--- config.mk ---
export PLATFORM = sky130hd
export DESIGN_NAME = wav_riff_header_parser
export DESIGN_NICKNAME = d
export VERILOG_FILES = /design/src/rtl/core/wavhdr_pkg.sv /design/src/rtl/core/wavhdr_parser.sv /design/src/rtl/core/wav_riff_header_parser.sv
export SDC_FILE = /design/constraint.sdc
export NUM_CORES = 1
export LEC_CHECK = 0
export BUFFER_PORTS_ARGS = -buffer_cell sky130_fd_sc_hd__buf_2
export CORE_MARGIN = 8
export CORE_UTILIZATION = 35
export DETAILED_ROUTE_END_ITERATION = 8
export GPL_TIMING_DRIVEN = 0
export SLEW_MARGIN = 15
export SYNTH_ARGS = -nofsm -noshare
export SYNTH_HDL_FRONTEND = slang
export SYNTH_HIERARCHICAL = 1
export SYNTH_SLANG_ARGS = --single-unit
--- constraint.sdc ---
create_clock -name clk -period 9.1 [get_ports clk]
set_input_delay 1.82 -clock clk [delete_from_list [all_inputs] [get_ports clk]]
set_output_delay 1.82 -clock clk [all_outputs]
set_load 0.02 [all_outputs]
--- src/rtl/core/wavhdr_pkg.sv ---
// ----------------------------------------------------------------------------
// wavhdr_pkg
// Types and constants shared by the WAV header parser files.
// ----------------------------------------------------------------------------
package wavhdr_pkg;

    typedef enum logic [2:0] {
        PH_RIFF  = 3'd0,
        PH_WAVE  = 3'd1,
        PH_CHUNK = 3'd2,
        PH_FMT   = 3'd3,
        PH_SKIP  = 3'd4
    } phase_t;

    typedef enum logic [2:0] {
        ST_OK         = 3'd0,
        ST_NOT_RIFF   = 3'd1,
        ST_NOT_WAVE   = 3'd2,
        ST_SHORT_FMT  = 3'd3,
        ST_NO_FMT     = 3'd4,
        ST_NO_DATA    = 3'd5,
        ST_BAD_FORMAT = 3'd6,
        ST_NOT_ST16   = 3'd7
    } status_t;

    typedef struct packed {
        logic [31:0] payload_length;
        logic [31:0] payload_offset;
        logic [15:0] sample_bits;
        logic [31:0] sample_rate_hz;
        logic [15:0] channel_count;
        logic [15:0] format_tag;
        status_t     status;
    } result_t;

    // chunk ids, big-endian as they arrive
    localparam logic [31:0] ID_RIFF = 32'h5249_4646;
    localparam logic [31:0] ID_WAVE = 32'h5741_5645;
    localparam logic [31:0] ID_FMT  = 32'h666D_7420;
    localparam logic [31:0] ID_DATA = 32'h6461_7461;

    localparam logic [15:0] FMT_PCM      = 16'h0001;
    localparam logic [15:0] FMT_EXT      = 16'hFFFE;
    localparam logic [15:0] STEREO_CHANS = 16'd2;
    localparam logic [15:0] PCM16_BITS   = 16'd16;

endpackage

--- src/rtl/core/wavhdr_parser.sv ---
// ----------------------------------------------------------------------------
// wavhdr_parser
// Parse state and per-byte update; flags the byte that completes a result.
// ----------------------------------------------------------------------------
module wavhdr_parser #(
    parameter int FMT_READ_MAX = 64
) (
    input  logic                clk,
    input  logic                rst_n,
    input  logic                in_valid,
    input  logic [7:0]          file_byte,
    input  logic                first_byte,
    input  logic                last_byte,
    output logic                res_valid,
    output wavhdr_pkg::result_t res
);

    localparam int FW = $clog2(FMT_READ_MAX + 1);
    localparam logic [FW-1:0] READ_MAX = FW'(FMT_READ_MAX);

    wavhdr_pkg::phase_t phase_reg, phase_next, cur_phase;
    logic [FW-1:0] idx_reg, idx_next, cur_idx, idx_inc;
    logic [FW-1:0] flen_reg, flen_next, cur_flen, rd_len;
    logic [63:0]   shift_reg, shift_next, cur_shift, shift_new;
    logic [31:0]   skip_reg, skip_next, cur_skip, skip_dec, body_skip;
    logic [31:0]   pos_reg, pos_next, cur_pos, pos_inc;
    logic          seen_fmt_reg, seen_fmt_next, cur_seen_fmt;
    logic          seen_data_reg, seen_data_next, cur_seen_data;
    logic          fin_reg, fin_next, cur_fin;
    logic [15:0]   fmt_reg, fmt_next, cur_fmt;
    logic [15:0]   chan_reg, chan_next, cur_chan;
    logic [31:0]   rate_reg, rate_next, cur_rate;
    logic [15:0]   bits_reg, bits_next, cur_bits;
    logic [31:0]   offset_reg, offset_next, cur_offset;
    logic [31:0]   length_reg, length_next, cur_length;

    logic          active, hdr_done, wave_done, fmt_done, is_fmt, is_data, size_lt;
    logic [31:0]   chunk_size;
    logic          emit;
    wavhdr_pkg::status_t status;

    // first_byte restarts the file before the byte itself is taken
    assign cur_phase     = first_byte ? wavhdr_pkg::PH_RIFF : phase_reg;
    assign cur_idx       = first_byte ? '0 : idx_reg;
    assign cur_flen      = first_byte ? '0 : flen_reg;
    assign cur_shift     = first_byte ? '0 : shift_reg;
    assign cur_skip      = first_byte ? '0 : skip_reg;
    assign cur_pos       = first_byte ? '0 : pos_reg;
    assign cur_seen_fmt  = first_byte ? 1'b0 : seen_fmt_reg;
    assign cur_seen_data = first_byte ? 1'b0 : seen_data_reg;
    assign cur_fin       = first_byte ? 1'b0 : fin_reg;
    assign cur_fmt       = first_byte ? '0 : fmt_reg;
    assign cur_chan      = first_byte ? '0 : chan_reg;
    assign cur_rate      = first_byte ? '0 : rate_reg;
    assign cur_bits      = first_byte ? '0 : bits_reg;
    assign cur_offset    = first_byte ? '0 : offset_reg;
    assign cur_length    = first_byte ? '0 : length_reg;

    assign active     = in_valid && !cur_fin;
    assign shift_new  = {cur_shift[55:0], file_byte};
    assign idx_inc    = cur_idx + FW'(1);
    assign hdr_done   = (idx_inc == FW'(8));
    assign wave_done  = (idx_inc == FW'(4));
    assign fmt_done   = (idx_inc >= cur_flen);
    assign chunk_size = {shift_new[7:0], shift_new[15:8], shift_new[23:16], shift_new[31:24]};
    assign is_fmt     = (shift_new[63:32] == wavhdr_pkg::ID_FMT);
    assign is_data    = (shift_new[63:32] == wavhdr_pkg::ID_DATA);
    assign size_lt    = (chunk_size < 32'(FMT_READ_MAX));
    assign rd_len     = size_lt ? chunk_size[FW-1:0] : READ_MAX;
    assign body_skip  = is_fmt ? (chunk_size - 32'(rd_len)) : chunk_size;
    assign skip_dec   = (cur_skip != 32'd0) ? (cur_skip - 32'd1) : cur_skip;
    assign pos_inc    = (cur_pos == 32'hFFFF_FFFF) ? cur_pos : (cur_pos + 32'd1);

    // next phase
    always_comb
    begin
        phase_next = cur_phase;
        if (active)
        begin
            case (cur_phase)
                wavhdr_pkg::PH_RIFF:
                begin
                    if (hdr_done && shift_new[63:32] == wavhdr_pkg::ID_RIFF)
                        phase_next = wavhdr_pkg::PH_WAVE;
                end
                wavhdr_pkg::PH_WAVE:
                begin
                    if (wave_done && shift_new[31:0] == wavhdr_pkg::ID_WAVE)
                        phase_next = wavhdr_pkg::PH_CHUNK;
                end
                wavhdr_pkg::PH_CHUNK:
                begin
                    if (hdr_done)
                    begin
                        if (is_fmt && rd_len != '0)
                            phase_next = wavhdr_pkg::PH_FMT;
                        else if (body_skip != 32'd0)
                            phase_next = wavhdr_pkg::PH_SKIP;
                        else
                            phase_next = wavhdr_pkg::PH_CHUNK;
                    end
                end
                wavhdr_pkg::PH_FMT:
                begin
                    if (fmt_done)
                        phase_next = (cur_skip != 32'd0) ? wavhdr_pkg::PH_SKIP
                                                         : wavhdr_pkg::PH_CHUNK;
                end
                wavhdr_pkg::PH_SKIP:
                begin
                    if (skip_dec == 32'd0)
                        phase_next = wavhdr_pkg::PH_CHUNK;
                end
                default:
                    phase_next = wavhdr_pkg::PH_RIFF;
            endcase
        end
    end

    // datapath and result
    always_comb
    begin
        logic bad_riff;
        logic bad_wave;
        bad_riff       = 1'b0;
        bad_wave       = 1'b0;
        idx_next       = cur_idx;
        flen_next      = cur_flen;
        shift_next     = cur_shift;
        skip_next      = cur_skip;
        pos_next       = cur_pos;
        seen_fmt_next  = cur_seen_fmt;
        seen_data_next = cur_seen_data;
        fmt_next       = cur_fmt;
        chan_next      = cur_chan;
        rate_next      = cur_rate;
        bits_next      = cur_bits;
        offset_next    = cur_offset;
        length_next    = cur_length;
        emit           = 1'b0;
        status         = wavhdr_pkg::ST_OK;

        if (active)
        begin
            pos_next = pos_inc;
            case (cur_phase)
                wavhdr_pkg::PH_RIFF:
                begin
                    shift_next = shift_new;
                    idx_next   = hdr_done ? '0 : idx_inc;
                    bad_riff   = hdr_done && (shift_new[63:32] != wavhdr_pkg::ID_RIFF);
                end
                wavhdr_pkg::PH_WAVE:
                begin
                    shift_next = shift_new;
                    idx_next   = wave_done ? '0 : idx_inc;
                    bad_wave   = wave_done && (shift_new[31:0] != wavhdr_pkg::ID_WAVE);
                end
                wavhdr_pkg::PH_CHUNK:
                begin
                    shift_next = shift_new;
                    idx_next   = hdr_done ? '0 : idx_inc;
                    if (hdr_done)
                    begin
                        skip_next = body_skip;
                        if (is_fmt)
                        begin
                            fmt_next  = '0;
                            chan_next = '0;
                            rate_next = '0;
                            bits_next = '0;
                            flen_next = rd_len;
                            if (rd_len == '0)
                                seen_fmt_next = 1'b1;
                        end
                        else if (is_data)
                        begin
                            offset_next    = pos_inc;
                            length_next    = chunk_size;
                            seen_data_next = 1'b1;
                        end
                    end
                end
                wavhdr_pkg::PH_FMT:
                begin
                    // body bytes 0..7 and 14..15 carry the fields we keep
                    if (cur_idx < FW'(2))
                        fmt_next[8*cur_idx[0] +: 8] = file_byte;
                    else if (cur_idx < FW'(4))
                        chan_next[8*cur_idx[0] +: 8] = file_byte;
                    else if (cur_idx < FW'(8))
                        rate_next[8*cur_idx[1:0] +: 8] = file_byte;
                    else if (cur_idx == FW'(14) || cur_idx == FW'(15))
                        bits_next[8*cur_idx[0] +: 8] = file_byte;
                    idx_next = fmt_done ? '0 : idx_inc;
                    if (fmt_done)
                        seen_fmt_next = 1'b1;
                end
                wavhdr_pkg::PH_SKIP:
                    skip_next = skip_dec;
                default:
                    idx_next = '0;
            endcase

            if (bad_riff)
            begin
                emit   = 1'b1;
                status = wavhdr_pkg::ST_NOT_RIFF;
            end
            else if (bad_wave)
            begin
                emit   = 1'b1;
                status = wavhdr_pkg::ST_NOT_WAVE;
            end
            else if (seen_fmt_next && seen_data_next)
            begin
                emit = 1'b1;
                if (fmt_next != wavhdr_pkg::FMT_PCM && fmt_next != wavhdr_pkg::FMT_EXT)
                    status = wavhdr_pkg::ST_BAD_FORMAT;
                else if (chan_next != wavhdr_pkg::STEREO_CHANS
                         || bits_next != wavhdr_pkg::PCM16_BITS)
                    status = wavhdr_pkg::ST_NOT_ST16;
                else
                    status = wavhdr_pkg::ST_OK;
            end
            else if (last_byte)
            begin
                emit = 1'b1;
                case (phase_next)
                    wavhdr_pkg::PH_RIFF: status = wavhdr_pkg::ST_NOT_RIFF;
                    wavhdr_pkg::PH_WAVE: status = wavhdr_pkg::ST_NOT_WAVE;
                    wavhdr_pkg::PH_FMT:  status = wavhdr_pkg::ST_SHORT_FMT;
                    default:
                        status = seen_fmt_next ? wavhdr_pkg::ST_NO_DATA
                                               : wavhdr_pkg::ST_NO_FMT;
                endcase
            end
        end
    end

    assign fin_next  = cur_fin || emit;
    assign res_valid = emit;

    assign res.status         = status;
    assign res.format_tag     = fmt_next;
    assign res.channel_count  = chan_next;
    assign res.sample_rate_hz = rate_next;
    assign res.sample_bits    = bits_next;
    assign res.payload_offset = offset_next;
    assign res.payload_length = length_next;

    always_ff @(posedge clk or negedge rst_n)
    begin
        if (!rst_n)
        begin
            phase_reg     <= wavhdr_pkg::PH_RIFF;
            idx_reg       <= '0;
            flen_reg      <= '0;
            shift_reg     <= '0;
            skip_reg      <= '0;
            pos_reg       <= '0;
            seen_fmt_reg  <= 1'b0;
            seen_data_reg <= 1'b0;
            fin_reg       <= 1'b0;
            fmt_reg       <= '0;
            chan_reg      <= '0;
            rate_reg      <= '0;
            bits_reg      <= '0;
            offset_reg    <= '0;
            length_reg    <= '0;
        end
        else if (in_valid)
        begin
            phase_reg     <= phase_next;
            idx_reg       <= idx_next;
            flen_reg      <= flen_next;
            shift_reg     <= shift_next;
            skip_reg      <= skip_next;
            pos_reg       <= pos_next;
            seen_fmt_reg  <= seen_fmt_next;
            seen_data_reg <= seen_data_next;
            fin_reg       <= fin_next;
            fmt_reg       <= fmt_next;
            chan_reg      <= chan_next;
            rate_reg      <= rate_next;
            bits_reg      <= bits_next;
            offset_reg    <= offset_next;
            length_reg    <= length_next;
        end
    end

endmodule

--- src/rtl/core/wav_riff_header_parser.sv ---
// ----------------------------------------------------------------------------
// wav_riff_header_parser
// Byte-stream WAV header parser with a registered result stream.
// ----------------------------------------------------------------------------
// Takes one file byte per cycle (s_tuser marks the first byte of a file,
// s_tlast the last) and returns at most one result per file on the m_ side,
// in the cycle after the byte that decides it: both fmt and data chunks seen, a
// bad id, or end of file. Every byte is handled by a single pass through the
// parse state, so the input sustains one transfer per clock; it stalls only
// while a result sits in the output register and m_tready is low. Bytes
// after the result are taken and dropped until the next first byte.
module wav_riff_header_parser #(
    parameter int FMT_READ_MAX = 64
) (
    input  logic         clk,
    input  logic         rst_n,
    input  logic         s_tvalid,
    output logic         s_tready,
    input  logic [7:0]   s_tdata,   // file_byte
    input  logic         s_tuser,   // first_byte
    input  logic         s_tlast,   // last_byte
    output logic         m_tvalid,
    input  logic         m_tready,
    // status[2:0], format_tag[18:3], channel_count[34:19],
    // sample_rate_hz[66:35], sample_bits[82:67], payload_offset[114:83],
    // payload_length[146:115], zero fill[151:147]
    output logic [151:0] m_tdata
);

    logic                m_tvalid_reg;
    wavhdr_pkg::result_t res_reg;
    wavhdr_pkg::result_t res;
    logic                res_valid;
    logic                accept;

    assign s_tready = !m_tvalid_reg || m_tready;
    assign accept   = s_tvalid && s_tready;

    wavhdr_parser #(
        .FMT_READ_MAX (FMT_READ_MAX)
    ) u_parser (
        .clk        (clk),
        .rst_n      (rst_n),
        .in_valid   (accept),
        .file_byte  (s_tdata),
        .first_byte (s_tuser),
        .last_byte  (s_tlast),
        .res_valid  (res_valid),
        .res        (res)
    );

    always_ff @(posedge clk or negedge rst_n)
    begin
        if (!rst_n)
            m_tvalid_reg <= 1'b0;
        else if (accept && res_valid)
            m_tvalid_reg <= 1'b1;
        else if (m_tready)
            m_tvalid_reg <= 1'b0;
    end

    always_ff @(posedge clk)
    begin
        if (accept && res_valid)
            res_reg <= res;
    end

    assign m_tvalid = m_tvalid_reg;
    assign m_tdata  = {5'd0, res_reg};

endmodule

==> flow_summary.json <==
{
  "cp-start-kind": "input pin",
  "stdcell_area_mm2": 0.0284,
  "cts_tree": "yes",
  "synth_ff_type": "dfrtp_1",
  "dr.first_iter.drc_count": 2407,
  "cts_hold_buf": 0,
  "status": "finished with violations",
  "nNetsFinal": 2769,
  "maxSlewViolCount": 0,
  "hold_viol": 0,
  "regToRegStartpoint": "u_parser/idx_reg[0]",
  "synthCells": 2516,
  "finalCritPeriodShare_pct": 100,
  "antenna_found_initial": 4,
  "ant_nets": 0,
  "synthArstFlopShare_pct": 66.0,
  "drt-total-wl_mm": 114,
  "synth_top_area_share_pct": 29.2,
  "fin_worst_skew_ns": 0.0268,
  "ys_seq_area_share_pct": 47.3,
  "p_leak_nw": 11.1,
  "slowest_delay_ns": 0.77,
  "synth-edff-count": 147,
  "timing.setup.tns_ns": -0.00305,
  "tightest_slew_ns": 1.37,
  "crit_buf_inv": 12,
  "fin_crit_ns": 9.10,
  "setup.worst_path.class": "in -> reg",
  "io_pins": 168,
  "yosysTopAreaCell": "dfrtp_1",
  "syn_avg_cell_area_um2": 9.71,
  "firstDrtPassIters": 5,
  "grt_max_degree": 95,
  "yosys_warnings": 6,
  "grt_pass1_vias": 22600,
  "routed-via-count": 23200,
  "hold_class": "reg -> reg",
  "fill_cells": 6905,
  "placed_cell_area_mm2": 0.0266,
  "critical_path.endpoint_type": "flop",
  "io_buffers": 158,
  "via_per_inst": 6.23,
  "largest_reg_flops": 147,
  "crit_chain": "buf_2 -> clkbuf_4 -> clkbuf_4 -> clkbuf_4 -> clkbuf_2 -> clkbuf_4 -> clkbuf_4 -> buf_2 -> clkbuf_2 -> a21oi_1 -> ha_1 -> and3_1 -> a311oi_1 -> a21o_1 -> a32oi_2 -> or4b_2 -> and2_1 -> nand2_1 -> nor2b_4 -> buf_12 -> buf_12 -> buf_12",
  "maxCapViolations": 0,
  "die-area_mm2": 0.0785,
  "start_util_pct": 35.1,
  "drc": 0,
  "whs_ns": 0.494,
  "yosysUniqueCellTypes": 88,
  "path_clk_slew_ns": 0.06,
  "cts_sinks": 432,
  "numCtsBuffers": 49,
  "reg2reg_depth": 16,
  "rr_endpoint": "m_tdata[2]",
  "root_buffer": "clkbuf_16",
  "post_drt_wl_per_cell_um": 30.6,
  "cp_data_required_time_ns": 9.45,
  "rsz0062_at_grt": "no",
  "grt_overflow_total": 0,
  "crit_family": "buffers and inverters",
  "fmax_mhz": 110,
  "hpwl_mm": 84.5,
  "cpMostUsedCell": "clkbuf_4",
  "fin_ws_ns": -0.00107,
  "vdd_ir_drop_max_uv": 106,
  "hp-start": "u_parser/flen_reg[6]",
  "slew_headroom_pct": 8.83,
  "areaGrowthSynthToFinish_pct": 16.3,
  "grt_first_pass_wirelength_mm": 163,
  "syn-cell-area_mm2": 0.0244,
  "final_core_util_pct": 40.8,
  "worst_ep_arrival_time_ns": 9.45,
  "clk_path_buf_depth": 3,
  "hold_end": "u_parser/flen_reg[6]",
  "finalSetupViolCount": 4,
  "clk_latency_ns": 0.60,
  "violations": "negative setup slack",
  "gp_congestion": 0.977,
  "critPathMaxFanout": 33,
  "slowest_stage": "or4b_2",
  "grt.total_usage_pct": 28.0,
  "power_density_mw_per_mm2": 212,
  "r2r_slack_ns": 1.87,
  "ys_top_cells_by_area": "dfrtp_1 (29%), edfxtp_1 (18%), mux2_2 (6.6%)",
  "drive_gt1_share_pct": 17.2,
  "pre_cts_ws_ns": -4.13,
  "dieWidth_um": 280,
  "synth_seq_cells": 432,
  "core_mm2": 0.0695,
  "min_path_cells": 2,
  "row_count": 97,
  "num_antenna_cells": 0,
  "die_h_um": 280,
  "htreeDepth": 2
}
-- metrics by stage --
step,std cells,power [mW]
after floorplan,2520,3.25
after global placement,3618,3.91
after detailed placement,3628,3.92
after CTS,3718,6.02
after global routing,3718,6.24
final,3718,6.03
-- layout make-up --
class / count / area (um2) / area share [%]
Clock inverter: 34 / 377 / 1.33
Buffer: 212 / 878 / 3.09
Timing Repair Buffer: 169 / 991 / 3.49
Inverter: 34 / 131 / 0.462
Multi-Input combinational cell: 1841 / 12000 / 42.3
Sequential cell: 432 / 11500 / 40.6
Tap cell: 940 / 1180 / 4.14
Clock buffer: 56 / 1290 / 4.55
-- cells in the mapped netlist (36+ instances only) --
cell / number
a21oi_1: 166
nor3_1: 70
dfrtp_1: 285
o2bb2ai_1: 49
nor4_1: 58
clkbuf_1: 174
mux2_2: 143
nand2_1: 273
nand3_1: 70
mux2i_1: 65
edfxtp_1: 147
nor2_1: 171
o22ai_1: 36
a22o_1: 75
o21ai_0: 135
-- timing repair --
| action | 4_1_cts | 5_1_grt |
|---|---|---|
| resized for setup | 31 | 6 |
| setup endpoints to repair | 328 | 34 |
| buffers inserted | 1 | 0 |
| cloned | 1 | 0 |
-- placed cells by master (no fill, tap or decap), types with 33 or more instances in the layout --
cell type and n:
nand3_1 69, dfrtp_1 285, clkbuf_1 162, o22ai_1 36, a21oi_1 166, edfxtp_1 147
clkbuf_16 50, and3_1 33, buf_2 172, mux2_2 143, a22o_1 75, nor2_1 171
nand2_1 273, nor3_1 69, o21ai_0 135, o2bb2ai_1 49, mux2i_1 65, nor4_1 52
-- layer usage --
metal  up-vias  wire length (um)  GRT usage (%)
li1       9940                 -              -
met1     11600             47200           37.0
met2      1305             50200           43.7
met3       310              9530           5.33
met4         2              6770           14.3
met5         -                14              0
-- report_power, final --
group	internal (mW)	total (mW)	switching, mW
logic	0.464	1.58	1.11
registers	2.17	2.38	0.210
clock network	1.20	2.08	0.878
-- logic make-up after synthesis --
group	count (synthesis)	share of synthesized area [%]
AND/OR/NAND/NOR	880	18.2
other	1	0.0153
XOR/XNOR	24	0.860
adder cells (fa/ha/maj)	16	0.819
AO/OA/AOI/OAI	707	19.6
buffers and inverters	248	3.99
multiplexers	208	9.25
flip-flops	432	47.3
-- worst max path at each step --
| stage | startpoint | end | depth (start not counted) |
|---|---|---|---|
| floorplan | s_tuser | m_tdata[0] | 21 |
| global placement | s_tuser | m_tdata[15] | 20 |
| detailed placement | s_tuser | m_tdata[15] | 23 |
| CTS | s_tuser | m_tdata[14] | 23 |
| global route | s_tuser | m_tdata[10] | 24 |
| finish | s_tuser | m_tdata[14] | 22 |
-- worst reg2reg max path, cell delays in order, from the launching register on --
cell	delay, ns
dfrtp_1	0.36
clkbuf_1	0.27
nand2b_1	0.28
clkbuf_1	0.72
clkinv_1	0.86
ha_1	0.60
o211ai_1	0.51
or4_1	0.25
clkbuf_1	0.48
o211ai_1	0.23
a31oi_1	0.19
nor4bb_1	0.35
nand4_1	0.21
nor4b_1	0.74
o211ai_1	0.34
and3_1	0.27
a21o_1	0.27
Power figures use the tool's default switching activity.
